[src/sv/ajq_pkg.sv]
// Shared types and constants for the audio jitter queue.
package ajq_pkg;

    // Input item kinds carried on the slave-side tuser
    typedef enum logic [2:0] {
        KIND_PACKET     = 3'd0,
        KIND_TICK       = 3'd1,
        KIND_WRITE_DONE = 3'd2,
        KIND_START      = 3'd3,
        KIND_STOP       = 3'd4,
        KIND_MUTE       = 3'd5,
        KIND_RESUME     = 3'd6,
        KIND_DISCONNECT = 3'd7
    } kind_t;

    // Result actions
    typedef enum logic [1:0] {
        ACT_NONE    = 2'd0,
        ACT_SEND    = 2'd1,
        ACT_RELEASE = 2'd2
    } action_t;

    // Configuration register indexes
    localparam logic [1:0] CFG_QUEUE_LIMIT     = 2'd0;
    localparam logic [1:0] CFG_PREBUFFER_LEVEL = 2'd1;
    localparam logic [1:0] CFG_CREDIT_LIMIT    = 2'd2;

    // Field widths
    localparam int HANDLE_W = 16;
    localparam int LENGTH_W = 16;
    localparam int LEVEL_W  = 5;
    localparam int CREDIT_W = 6;

    // Configuration reset values
    localparam logic [LEVEL_W-1:0]  QUEUE_LIMIT_RST     = 5'd14;
    localparam logic [LEVEL_W-1:0]  PREBUFFER_LEVEL_RST = 5'd5;
    localparam logic [CREDIT_W-1:0] CREDIT_LIMIT_RST    = 6'd14;

    // One queued packet descriptor
    typedef struct packed {
        logic [LENGTH_W-1:0] length;
        logic [HANDLE_W-1:0] handle;
    } slot_t;

endpackage

[src/sv/ajq_ram.sv]
// Slot memory for packet descriptors: one write port, one registered read port.
module ajq_ram
    import ajq_pkg::*;
#(
    parameter int DEPTH = 16,
    localparam int ADDR_W = $clog2(DEPTH)
)
(
    input  logic              clk,
    input  logic              we,
    input  logic [ADDR_W-1:0] waddr,
    input  slot_t             wdata,
    input  logic              re,
    input  logic [ADDR_W-1:0] raddr,
    output slot_t             rdata
);

    slot_t mem [DEPTH];

    // Write one slot
    always_ff @(posedge clk)
    begin
        if (we)
        begin
            mem[waddr] <= wdata;
        end
    end

    // Read one slot; hold the data until the next read
    always_ff @(posedge clk)
    begin
        if (re)
        begin
            rdata <= mem[raddr];
        end
    end

endmodule

[src/sv/audio_jitter_queue_credit_drain.sv]
// Audio jitter queue: an accepted input item is held in the item registers, and a result
// state (S_SINGLE, S_POP or S_DROP) loads each result into the output register once it is
// free. Sending or releasing queued packets takes one slot memory read per result.
// The next item is accepted once the previous item's last result is in the output register.
// rst_n clears pointers, counts and flags at once and loads the register defaults;
// slot contents are not cleared and no clearing pass runs.
module audio_jitter_queue_credit_drain
    import ajq_pkg::*;
#(
    parameter int QUEUE_DEPTH = 16
)
(
    input  logic        clk,
    input  logic        rst_n,
    // configuration writes
    input  logic        cfg_we,
    input  logic [1:0]  cfg_index,
    input  logic [5:0]  cfg_data,
    // input items
    input  logic        s_axis_tvalid,
    output logic        s_axis_tready,
    input  logic [39:0] s_axis_tdata,   // pkt_handle[15:0], pkt_length[31:16], sink_ok[32]
    input  logic [2:0]  s_axis_tuser,   // kind[2:0]
    // result items
    output logic        m_axis_tvalid,
    input  logic        m_axis_tready,
    output logic [47:0] m_axis_tdata,   // out_handle[15:0], out_length[31:16],
                                        // queue_level[36:32], in_flight[42:37], running[43]
    output logic [1:0]  m_axis_tuser,   // action[1:0]
    output logic        m_axis_tlast    // last
);

    localparam int PTR_W = $clog2(QUEUE_DEPTH);
    localparam int CNT_W = $clog2(QUEUE_DEPTH + 1);
    localparam int CMP_W = ((CNT_W > LEVEL_W) ? CNT_W : LEVEL_W) + 1;

    typedef enum logic [1:0] {
        S_IDLE,
        S_SINGLE,
        S_POP,
        S_DROP
    } state_t;

    // Control state
    state_t              state_reg,   state_next;
    logic [PTR_W-1:0]    head_reg,    head_next;
    logic [PTR_W-1:0]    tail_reg,    tail_next;
    logic [CNT_W-1:0]    fill_reg,    fill_next;
    logic [CREDIT_W-1:0] credits_reg, credits_next;
    logic                run_reg,     run_next;
    logic                mute_reg,    mute_next;
    logic                drain_reg,   drain_next;
    logic [LEVEL_W-1:0]  qlimit_reg,  qlimit_next;
    logic [LEVEL_W-1:0]  prebuf_reg,  prebuf_next;
    logic [CREDIT_W-1:0] climit_reg,  climit_next;

    // Item held while its results go out
    logic [HANDLE_W-1:0] pkt_handle_reg, pkt_handle_next;
    logic [LENGTH_W-1:0] pkt_length_reg, pkt_length_next;
    action_t             res_action_reg, res_action_next;
    logic                send_reg,       send_next;

    // Output register
    logic                out_valid_reg,  out_valid_next;
    action_t             out_action_reg, out_action_next;
    logic [HANDLE_W-1:0] out_handle_reg, out_handle_next;
    logic [LENGTH_W-1:0] out_length_reg, out_length_next;
    logic                out_last_reg,   out_last_next;
    logic [LEVEL_W-1:0]  out_level_reg,  out_level_next;
    logic [CREDIT_W-1:0] out_flight_reg, out_flight_next;
    logic                out_run_reg,    out_run_next;

    // Slot memory port
    logic             ram_we;
    logic [PTR_W-1:0] ram_waddr;
    slot_t            ram_wdata;
    logic             ram_re;
    logic [PTR_W-1:0] ram_raddr;
    slot_t            ram_rdata;

    // Decode helpers
    kind_t               in_kind;
    logic [HANDLE_W-1:0] in_handle;
    logic [LENGTH_W-1:0] in_length;
    logic                in_sink_ok;
    logic                out_free;
    logic [PTR_W-1:0]    head_inc;
    logic [PTR_W-1:0]    tail_inc;
    logic [CMP_W-1:0]    fill_ext;
    logic [CMP_W-1:0]    lim_ext;
    logic [CNT_W-1:0]    fill_dec;
    logic [CREDIT_W-1:0] credits_add;
    logic                mute_eff;
    logic                cont;

    ajq_ram #(
        .DEPTH (QUEUE_DEPTH)
    ) u_ram (
        .clk   (clk),
        .we    (ram_we),
        .waddr (ram_waddr),
        .wdata (ram_wdata),
        .re    (ram_re),
        .raddr (ram_raddr),
        .rdata (ram_rdata)
    );

    assign in_kind    = kind_t'(s_axis_tuser);
    assign in_handle  = s_axis_tdata[15:0];
    assign in_length  = s_axis_tdata[31:16];
    assign in_sink_ok = s_axis_tdata[32];

    assign out_free      = !out_valid_reg || m_axis_tready;
    assign s_axis_tready = (state_reg == S_IDLE);

    // Wrap pointers at the queue depth
    assign head_inc = (head_reg == PTR_W'(QUEUE_DEPTH - 1)) ? '0 : head_reg + 1'b1;
    assign tail_inc = (tail_reg == PTR_W'(QUEUE_DEPTH - 1)) ? '0 : tail_reg + 1'b1;

    // Clamp the queue limit to 1..QUEUE_DEPTH
    assign fill_ext = CMP_W'(fill_reg);
    always_comb
    begin
        lim_ext = CMP_W'(qlimit_reg);
        if (lim_ext == '0)
        begin
            lim_ext = CMP_W'(1);
        end
        else if (lim_ext > CMP_W'(QUEUE_DEPTH))
        begin
            lim_ext = CMP_W'(QUEUE_DEPTH);
        end
    end

    assign fill_dec    = fill_reg - 1'b1;
    assign credits_add = send_reg ? credits_reg + 1'b1 : credits_reg;
    assign cont        = (fill_dec != '0) && (!send_reg || (credits_add < climit_reg));
    assign mute_eff    = (in_kind == KIND_RESUME) ? 1'b0 : mute_reg;

    // Next-state logic
    always_comb
    begin
        state_next      = state_reg;
        head_next       = head_reg;
        tail_next       = tail_reg;
        fill_next       = fill_reg;
        credits_next    = credits_reg;
        run_next        = run_reg;
        mute_next       = mute_reg;
        drain_next      = drain_reg;
        qlimit_next     = qlimit_reg;
        prebuf_next     = prebuf_reg;
        climit_next     = climit_reg;
        pkt_handle_next = pkt_handle_reg;
        pkt_length_next = pkt_length_reg;
        res_action_next = res_action_reg;
        send_next       = send_reg;
        out_valid_next  = out_valid_reg && !m_axis_tready;
        out_action_next = out_action_reg;
        out_handle_next = out_handle_reg;
        out_length_next = out_length_reg;
        out_last_next   = out_last_reg;
        out_level_next  = out_level_reg;
        out_flight_next = out_flight_reg;
        out_run_next    = out_run_reg;
        ram_we          = 1'b0;
        ram_waddr       = tail_reg;
        ram_wdata       = '{length: pkt_length_reg, handle: pkt_handle_reg};
        ram_re          = 1'b0;
        ram_raddr       = head_reg;

        // Load configuration registers
        if (cfg_we)
        begin
            unique case (cfg_index)
                CFG_QUEUE_LIMIT:     qlimit_next = cfg_data[LEVEL_W-1:0];
                CFG_PREBUFFER_LEVEL: prebuf_next = cfg_data[LEVEL_W-1:0];
                CFG_CREDIT_LIMIT:    climit_next = cfg_data;
                default:             ;
            endcase
        end

        unique case (state_reg)
            S_IDLE:
            begin
                if (s_axis_tvalid)
                begin
                    pkt_handle_next = in_handle;
                    pkt_length_next = in_length;
                    res_action_next = ACT_NONE;
                    state_next      = S_SINGLE;
                    ram_wdata       = '{length: in_length, handle: in_handle};
                    unique case (in_kind)
                        KIND_PACKET:
                        begin
                            if (!run_reg)
                            begin
                                res_action_next = ACT_RELEASE;
                            end
                            else if (fill_ext >= lim_ext)
                            begin
                                // fetch the oldest slot, then replace it
                                ram_re     = 1'b1;
                                state_next = S_DROP;
                            end
                            else
                            begin
                                ram_we    = 1'b1;
                                tail_next = tail_inc;
                                fill_next = fill_reg + 1'b1;
                                if ((fill_ext + CMP_W'(1)) >= CMP_W'(prebuf_reg))
                                begin
                                    drain_next = 1'b1;
                                end
                            end
                        end
                        KIND_TICK:
                        begin
                            if (drain_reg && (fill_reg != '0) &&
                                (credits_reg < climit_reg) && in_sink_ok)
                            begin
                                ram_re     = 1'b1;
                                send_next  = 1'b1;
                                state_next = S_POP;
                            end
                        end
                        KIND_WRITE_DONE:
                        begin
                            if (credits_reg != '0)
                            begin
                                credits_next = credits_reg - 1'b1;
                            end
                        end
                        KIND_START, KIND_RESUME:
                        begin
                            mute_next = mute_eff;
                            if (!mute_eff && !run_reg)
                            begin
                                run_next = 1'b1;
                                if (fill_reg != '0)
                                begin
                                    ram_re     = 1'b1;
                                    send_next  = 1'b0;
                                    state_next = S_POP;
                                end
                                else
                                begin
                                    head_next = '0;
                                    tail_next = '0;
                                end
                            end
                        end
                        KIND_STOP, KIND_MUTE, KIND_DISCONNECT:
                        begin
                            if (in_kind == KIND_MUTE)
                            begin
                                mute_next = 1'b1;
                            end
                            else if (in_kind == KIND_DISCONNECT)
                            begin
                                mute_next = 1'b0;
                            end
                            if (run_reg)
                            begin
                                run_next   = 1'b0;
                                drain_next = 1'b0;
                                if (fill_reg != '0)
                                begin
                                    ram_re     = 1'b1;
                                    send_next  = 1'b0;
                                    state_next = S_POP;
                                end
                                else
                                begin
                                    head_next = '0;
                                    tail_next = '0;
                                end
                            end
                        end
                        default: ;
                    endcase
                end
            end

            S_SINGLE:
            begin
                // Emit the lone result of this item
                if (out_free)
                begin
                    out_valid_next  = 1'b1;
                    out_action_next = res_action_reg;
                    out_handle_next = (res_action_reg == ACT_NONE) ? '0 : pkt_handle_reg;
                    out_length_next = (res_action_reg == ACT_NONE) ? '0 : pkt_length_reg;
                    out_last_next   = 1'b1;
                    out_level_next  = LEVEL_W'(fill_reg);
                    out_flight_next = credits_reg;
                    out_run_next    = run_reg;
                    state_next      = S_IDLE;
                end
            end

            S_POP:
            begin
                // Send or release the head slot, fetch the next one if the run goes on
                if (out_free)
                begin
                    out_valid_next  = 1'b1;
                    out_action_next = send_reg ? ACT_SEND : ACT_RELEASE;
                    out_handle_next = ram_rdata.handle;
                    out_length_next = ram_rdata.length;
                    out_last_next   = !cont;
                    out_level_next  = LEVEL_W'(fill_dec);
                    out_flight_next = credits_add;
                    out_run_next    = run_reg;
                    head_next       = head_inc;
                    fill_next       = fill_dec;
                    credits_next    = credits_add;
                    if (cont)
                    begin
                        ram_re    = 1'b1;
                        ram_raddr = head_inc;
                    end
                    else
                    begin
                        state_next = S_IDLE;
                        if (!send_reg)
                        begin
                            head_next = '0;
                            tail_next = '0;
                        end
                    end
                end
            end

            S_DROP:
            begin
                // Release the oldest slot and store the new packet at the tail
                if (out_free)
                begin
                    out_valid_next  = 1'b1;
                    out_action_next = ACT_RELEASE;
                    out_handle_next = ram_rdata.handle;
                    out_length_next = ram_rdata.length;
                    out_last_next   = 1'b1;
                    out_level_next  = LEVEL_W'(fill_reg);
                    out_flight_next = credits_reg;
                    out_run_next    = run_reg;
                    head_next       = head_inc;
                    tail_next       = tail_inc;
                    ram_we          = 1'b1;
                    state_next      = S_IDLE;
                end
            end

            default: state_next = S_IDLE;
        endcase
    end

    // Hold state and registered outputs
    always_ff @(posedge clk or negedge rst_n)
    begin
        if (!rst_n)
        begin
            state_reg      <= S_IDLE;
            head_reg       <= '0;
            tail_reg       <= '0;
            fill_reg       <= '0;
            credits_reg    <= '0;
            run_reg        <= 1'b0;
            mute_reg       <= 1'b0;
            drain_reg      <= 1'b0;
            qlimit_reg     <= QUEUE_LIMIT_RST;
            prebuf_reg     <= PREBUFFER_LEVEL_RST;
            climit_reg     <= CREDIT_LIMIT_RST;
            send_reg       <= 1'b0;
            out_valid_reg  <= 1'b0;
        end
        else
        begin
            state_reg      <= state_next;
            head_reg       <= head_next;
            tail_reg       <= tail_next;
            fill_reg       <= fill_next;
            credits_reg    <= credits_next;
            run_reg        <= run_next;
            mute_reg       <= mute_next;
            drain_reg      <= drain_next;
            qlimit_reg     <= qlimit_next;
            prebuf_reg     <= prebuf_next;
            climit_reg     <= climit_next;
            send_reg       <= send_next;
            out_valid_reg  <= out_valid_next;
        end
    end

    // Payload registers
    always_ff @(posedge clk)
    begin
        pkt_handle_reg <= pkt_handle_next;
        pkt_length_reg <= pkt_length_next;
        res_action_reg <= res_action_next;
        out_action_reg <= out_action_next;
        out_handle_reg <= out_handle_next;
        out_length_reg <= out_length_next;
        out_last_reg   <= out_last_next;
        out_level_reg  <= out_level_next;
        out_flight_reg <= out_flight_next;
        out_run_reg    <= out_run_next;
    end

    assign m_axis_tvalid = out_valid_reg;
    assign m_axis_tlast  = out_last_reg;
    assign m_axis_tuser  = out_action_reg;
    assign m_axis_tdata  = {4'b0000, out_run_reg, out_flight_reg, out_level_reg,
                            out_length_reg, out_handle_reg};

    // Queue never holds more than its depth
    a_fill_bound: assert property (@(posedge clk) disable iff (!rst_n)
        fill_reg <= CNT_W'(QUEUE_DEPTH))
        else $error("queue fill exceeds depth");

    // A slot read is only in progress while the queue holds something
    a_pop_nonempty: assert property (@(posedge clk) disable iff (!rst_n)
        (state_reg == S_POP || state_reg == S_DROP) |-> fill_reg != '0)
        else $error("slot read with empty queue");

    // Drain is armed only while running
    a_drain_run: assert property (@(posedge clk) disable iff (!rst_n)
        drain_reg |-> run_reg)
        else $error("drain armed while stopped");

    // Between items, a stopped stream holds no packets
    a_stopped_empty: assert property (@(posedge clk) disable iff (!rst_n)
        (state_reg == S_IDLE && !run_reg) |-> fill_reg == '0)
        else $error("packets queued while stopped");

endmodule
[config.mk]
export PLATFORM = sky130hd
export DESIGN_NAME = audio_jitter_queue_credit_drain
export DESIGN_NICKNAME = d
export VERILOG_FILES = /design/src/sv/ajq_pkg.sv /design/src/sv/ajq_ram.sv /design/src/sv/audio_jitter_queue_credit_drain.sv
export SDC_FILE = /design/constraint.sdc
export NUM_CORES = 1
export LEC_CHECK = 0
export ABC_AREA = 1
export BUFFER_PORTS_ARGS = -buffer_cell sky130_fd_sc_hd__buf_2
export CAP_MARGIN = 20
export CORE_MARGIN = 5
export CORE_UTILIZATION = 35
export DETAILED_ROUTE_END_ITERATION = 12
export PLACE_DENSITY = 0.48
export SLEW_MARGIN = 30
export SYNTH_ARGS = -nofsm -noshare
export SYNTH_HDL_FRONTEND = slang
export SYNTH_SLANG_ARGS = --single-unit
[constraint.sdc]
create_clock -name clk -period 5.1 [get_ports clk]
set_input_delay 1.02 -clock clk [delete_from_list [all_inputs] [get_ports clk]]
set_output_delay 1.02 -clock clk [all_outputs]
set_load 0.02 [all_outputs]
==> metrics.md <==
| Metric | Value |
|---|---|
| Worst-Skew Late Latency | `between 600 and 700 ps` |
| CTS buffer count | `74` |
| Critical Path RT | `approximately 5600 ps` |
| Biggest regs | `u_ram.mem (512), u_ram.rdata (32)` |
| # IOs | `about 110` |
| CORE AREA | `85000 sq um` |
| Wire per inst | `between 20 and 25 um` |
| Max-cap violation count | `0` |
| Max Fclk | `around 220 MHz` |
| Status | `completed` |
| DR vias/cell | `a little under 5` |
| CTS Root Cell | `clkbuf_16` |
| DP HPWL | `between 40000 and 50000 um` |
| Max FO, Critical Path | `10` |
| Final #Nets | `between 3000 and 4000` |
| Top FF cell, synth | `edfxtp_1` |
| Seq/Total Area, Yosys | `66.2%` |
| RSZ-0062 raised after global routing | `no` |
| Synthesized area | `about 30000 sq um` |
| Area grow syn2layout | `15.7%` |
| Yosys cell types | `40` |
| DRT antenna net count | `0` |
| Total GRT Usage | `a little under a fifth` |
| Setup repair bufs after CTS | `0` |
| Drt drc | `0` |
| Placer congestion estimate | `slightly above 0.8` |
| Post-synth EDFFs | `between 600 and 700` |
| CP Launch Type | `register` |
| Filler cell count | `8121` |
| Die X | `around 300 um` |
| Pin count of the biggest net entering global routing | `84` |
| Max IR drop VDD | `0.387 mV` |
| Num Clock Sinks | `666` |
| Area of the die | `just over 90000 sq um` |
| Total congestion overflow | `0` |
| Placed instance area | `around 32000 sq um` |
| Synthesized flop and latch total | `approximately 670` |
| Synth Instances | `roughly 2900` |
| Routed vias | `approximately 20000` |
| Hold Fails Final Rpt | `0` |
| Storage cell area | `just under 20000 sq um` |
| Crit path capture type | `register` |
| DRT iter0 DRCs | `approximately 1800` |
| Finished Cell Area | `34600 sq um` |
| Setup TNS Final | `0 ps` |
| Max FFs per register | `between 500 and 600` |
| H-Tree Depth | `3` |
| Pwr dens | `between 500 and 600 nW/um^2` |
| Ys Warns | `0` |
| Worst-margin pin slew | `840 ps` |
| WL final | `between 80000 and 90000 um` |
| Clock Pin Slew Worst Setup and Hold Paths | `roughly 60 ps` |
| Share of the synthesized area in the top cell type | `between 60% and 70%` |
| Vias in the first global route | `about 20000` |
| Pre-CTS setup slack | `just over 500 ps` |
| Largest register by flop count | `u_ram.mem` |
| Die height | `302 um` |
| Crit Path Category | `reg2reg` |
| Worst hold path type | `in2async` |
| CTS Buffer Depth | `3` |
| Relative slew slack | `~44%` |
| Leakage | `between 0.01 and 0.015 uW` |
| Setup violators final | `0` |
| ANT cells | `0` |
| Final worst-path cycle share | `about nine tenths` |
| Rows | `107` |
| Fraction of registers with async set/reset | `under 10%` |
| Slew Limit Fails | `0` |
| Synth top cells by count | `nand2_1, edfxtp_1, nand3_1, inv_1, nand3b_1` |
| Largest cells by area after synthesis | `edfxtp_1, nand3_1, nand2_1` |
| Critical Path AT | `about 5000 ps` |
| Antenna violations before repair | `2` |
| CTS tree | `built` |
| Most area-hungry cell type in the Yosys netlist | `edfxtp_1` |
| 1st-pass router iterations | `5` |
| Area of the multi-input gates | `7800 sq um` |
| Tmin final | `roughly 4500 ps` |
| Most common cell in the netlist | `nand2_1` |
| Layout cell share with drive strength beyond 1 | `between 10% and 20%` |
| Average cell area after synthesis | `10.5 sq um` |
| Final WS setup | `roughly 560 ps` |
| Layout Skew | `25.9 ps` |
| Port Buffers | `97` |
| First-pass GRT wire length | `126000 um` |
| Starting Density | `about a third` |
==> metrics by stage <==
step | hold WS, ps | std cells | utilization, % | power, uW
floorplan | 453 | 2860 | - | 11800
global placement | 475 | 4017 | 37.9 | 14200
detailed placement | 485 | 4018 | 37.9 | 14300
CTS | 402 | 4154 | 40.7 | 19700
global route | 442 | 4154 | 40.7 | 20700
finish | 412 | 4154 | 40.7 | 19500
==> area by class of cell <==
class / count / share of cell area, %
Sequential cell: 666 / 57.2
Tap cell: 1144 / 4.13
Inverter: 502 / 5.44
Multi-Input combinational cell: 1543 / 22.5
Clock inverter: 41 / 1.25
Timing Repair Buffer: 163 / 3.77
Clock buffer: 95 / 5.70
==> layout by cell type (no fill, tap or decap), types with 8 or more instances in the layout <==
| cell | n |
|---|---|
| nand2_1 | 630 |
| clkinv_2 | 15 |
| a21oi_1 | 22 |
| ha_1 | 36 |
| nand3_1 | 570 |
| clkbuf_16 | 75 |
| o21ai_0 | 50 |
| xor2_1 | 12 |
| edfxtp_1 | 624 |
| nor2_4 | 15 |
| inv_1 | 498 |
| buf_4 | 41 |
| buf_12 | 25 |
| buf_2 | 96 |
| clkinv_1 | 13 |
| clkbuf_1 | 18 |
| nand3b_1 | 95 |
| dfstp_2 | 8 |
| dfrtp_1 | 34 |
| nor2_1 | 37 |
==> final timing paths <==
kind / from / endpoint / slack [ps] / cells after the start
max: send_reg$_DFFE_PN0P_ / u_ram.rdata[9]$_DFFE_PP_ / 560 / 20
min: rst_n / qlimit_reg[0]$_DFFE_PN0P_ / 410 / 1
max reg2reg: send_reg$_DFFE_PN0P_ / u_ram.rdata[9]$_DFFE_PP_ / 560 / 20
min reg2reg: climit_reg[2]$_DFFE_PN1P_ / climit_reg[2]$_DFFE_PN1P_ / 490 / 2
max in group asynchronous: rst_n / ram_waddr[1]$_DFFE_PN0P_ / 4290 / 1
min in group clk: climit_reg[2]$_DFFE_PN1P_ / climit_reg[2]$_DFFE_PN1P_ / 490 / 2
==> metal layers <==
metal  routed length (um)  track usage (%)  part of all wire (%)
met5                    0                0                     0
met3                 4650             2.47                   5.5
met4                 2040             5.40                   2.4
met2                38700             29.5                    46
met1                38800             25.8                    46
==> logic make-up after synthesis <==
group                    count (synthesis)  synth area share, %
AO/OA/AOI/OAI                          113                 2.19
XOR/XNOR                                15                0.464
adder cells (fa/ha/maj)                 36                 1.51
buffers and inverters                  651                 8.60
flip-flops                             666                 66.2
other                                    1               0.0125
AND/OR/NAND/NOR                       1375                 21.1
==> power breakdown <==
group | internal (uW) | leakage (uW) | switching (uW) | total, uW
Combinational | 1900 | 0.00693 | 4880 | 6780
Sequential | 7140 | 0.00619 | 308 | 7440
Clock | 3070 | 0.00117 | 2210 | 5270
Total | 12100 | 0.0143 | 7390 | 19500
==> what timing repair did <==
| item | CTS | global route |
|---|---|---|
| endpoints found under the hold margin | 0 | 0 |
| endpoints found under the setup margin | 0 | 3 |
| hold buffers | 0 | 0 |
| resized for setup | 0 | 2 |
==> critical path: stages (launching register included) <==
cell and delay [ps]:
dfrtp_1 550, inv_2 100, nor4_1 480, nand3_1 150, xor2_1 210, inv_1 80
ha_1 290, nand2_1 70, inv_1 30, nor2_1 100, o21a_1 140, nand2_1 60
nand2_2 160, nand3_4 250, inv_1 200, o21ai_4 70, inv_1 610, buf_4 370
buf_4 230, nand3_1 90, nand2_1 110
No activity file was read; power rests on OpenSTA's default activity.
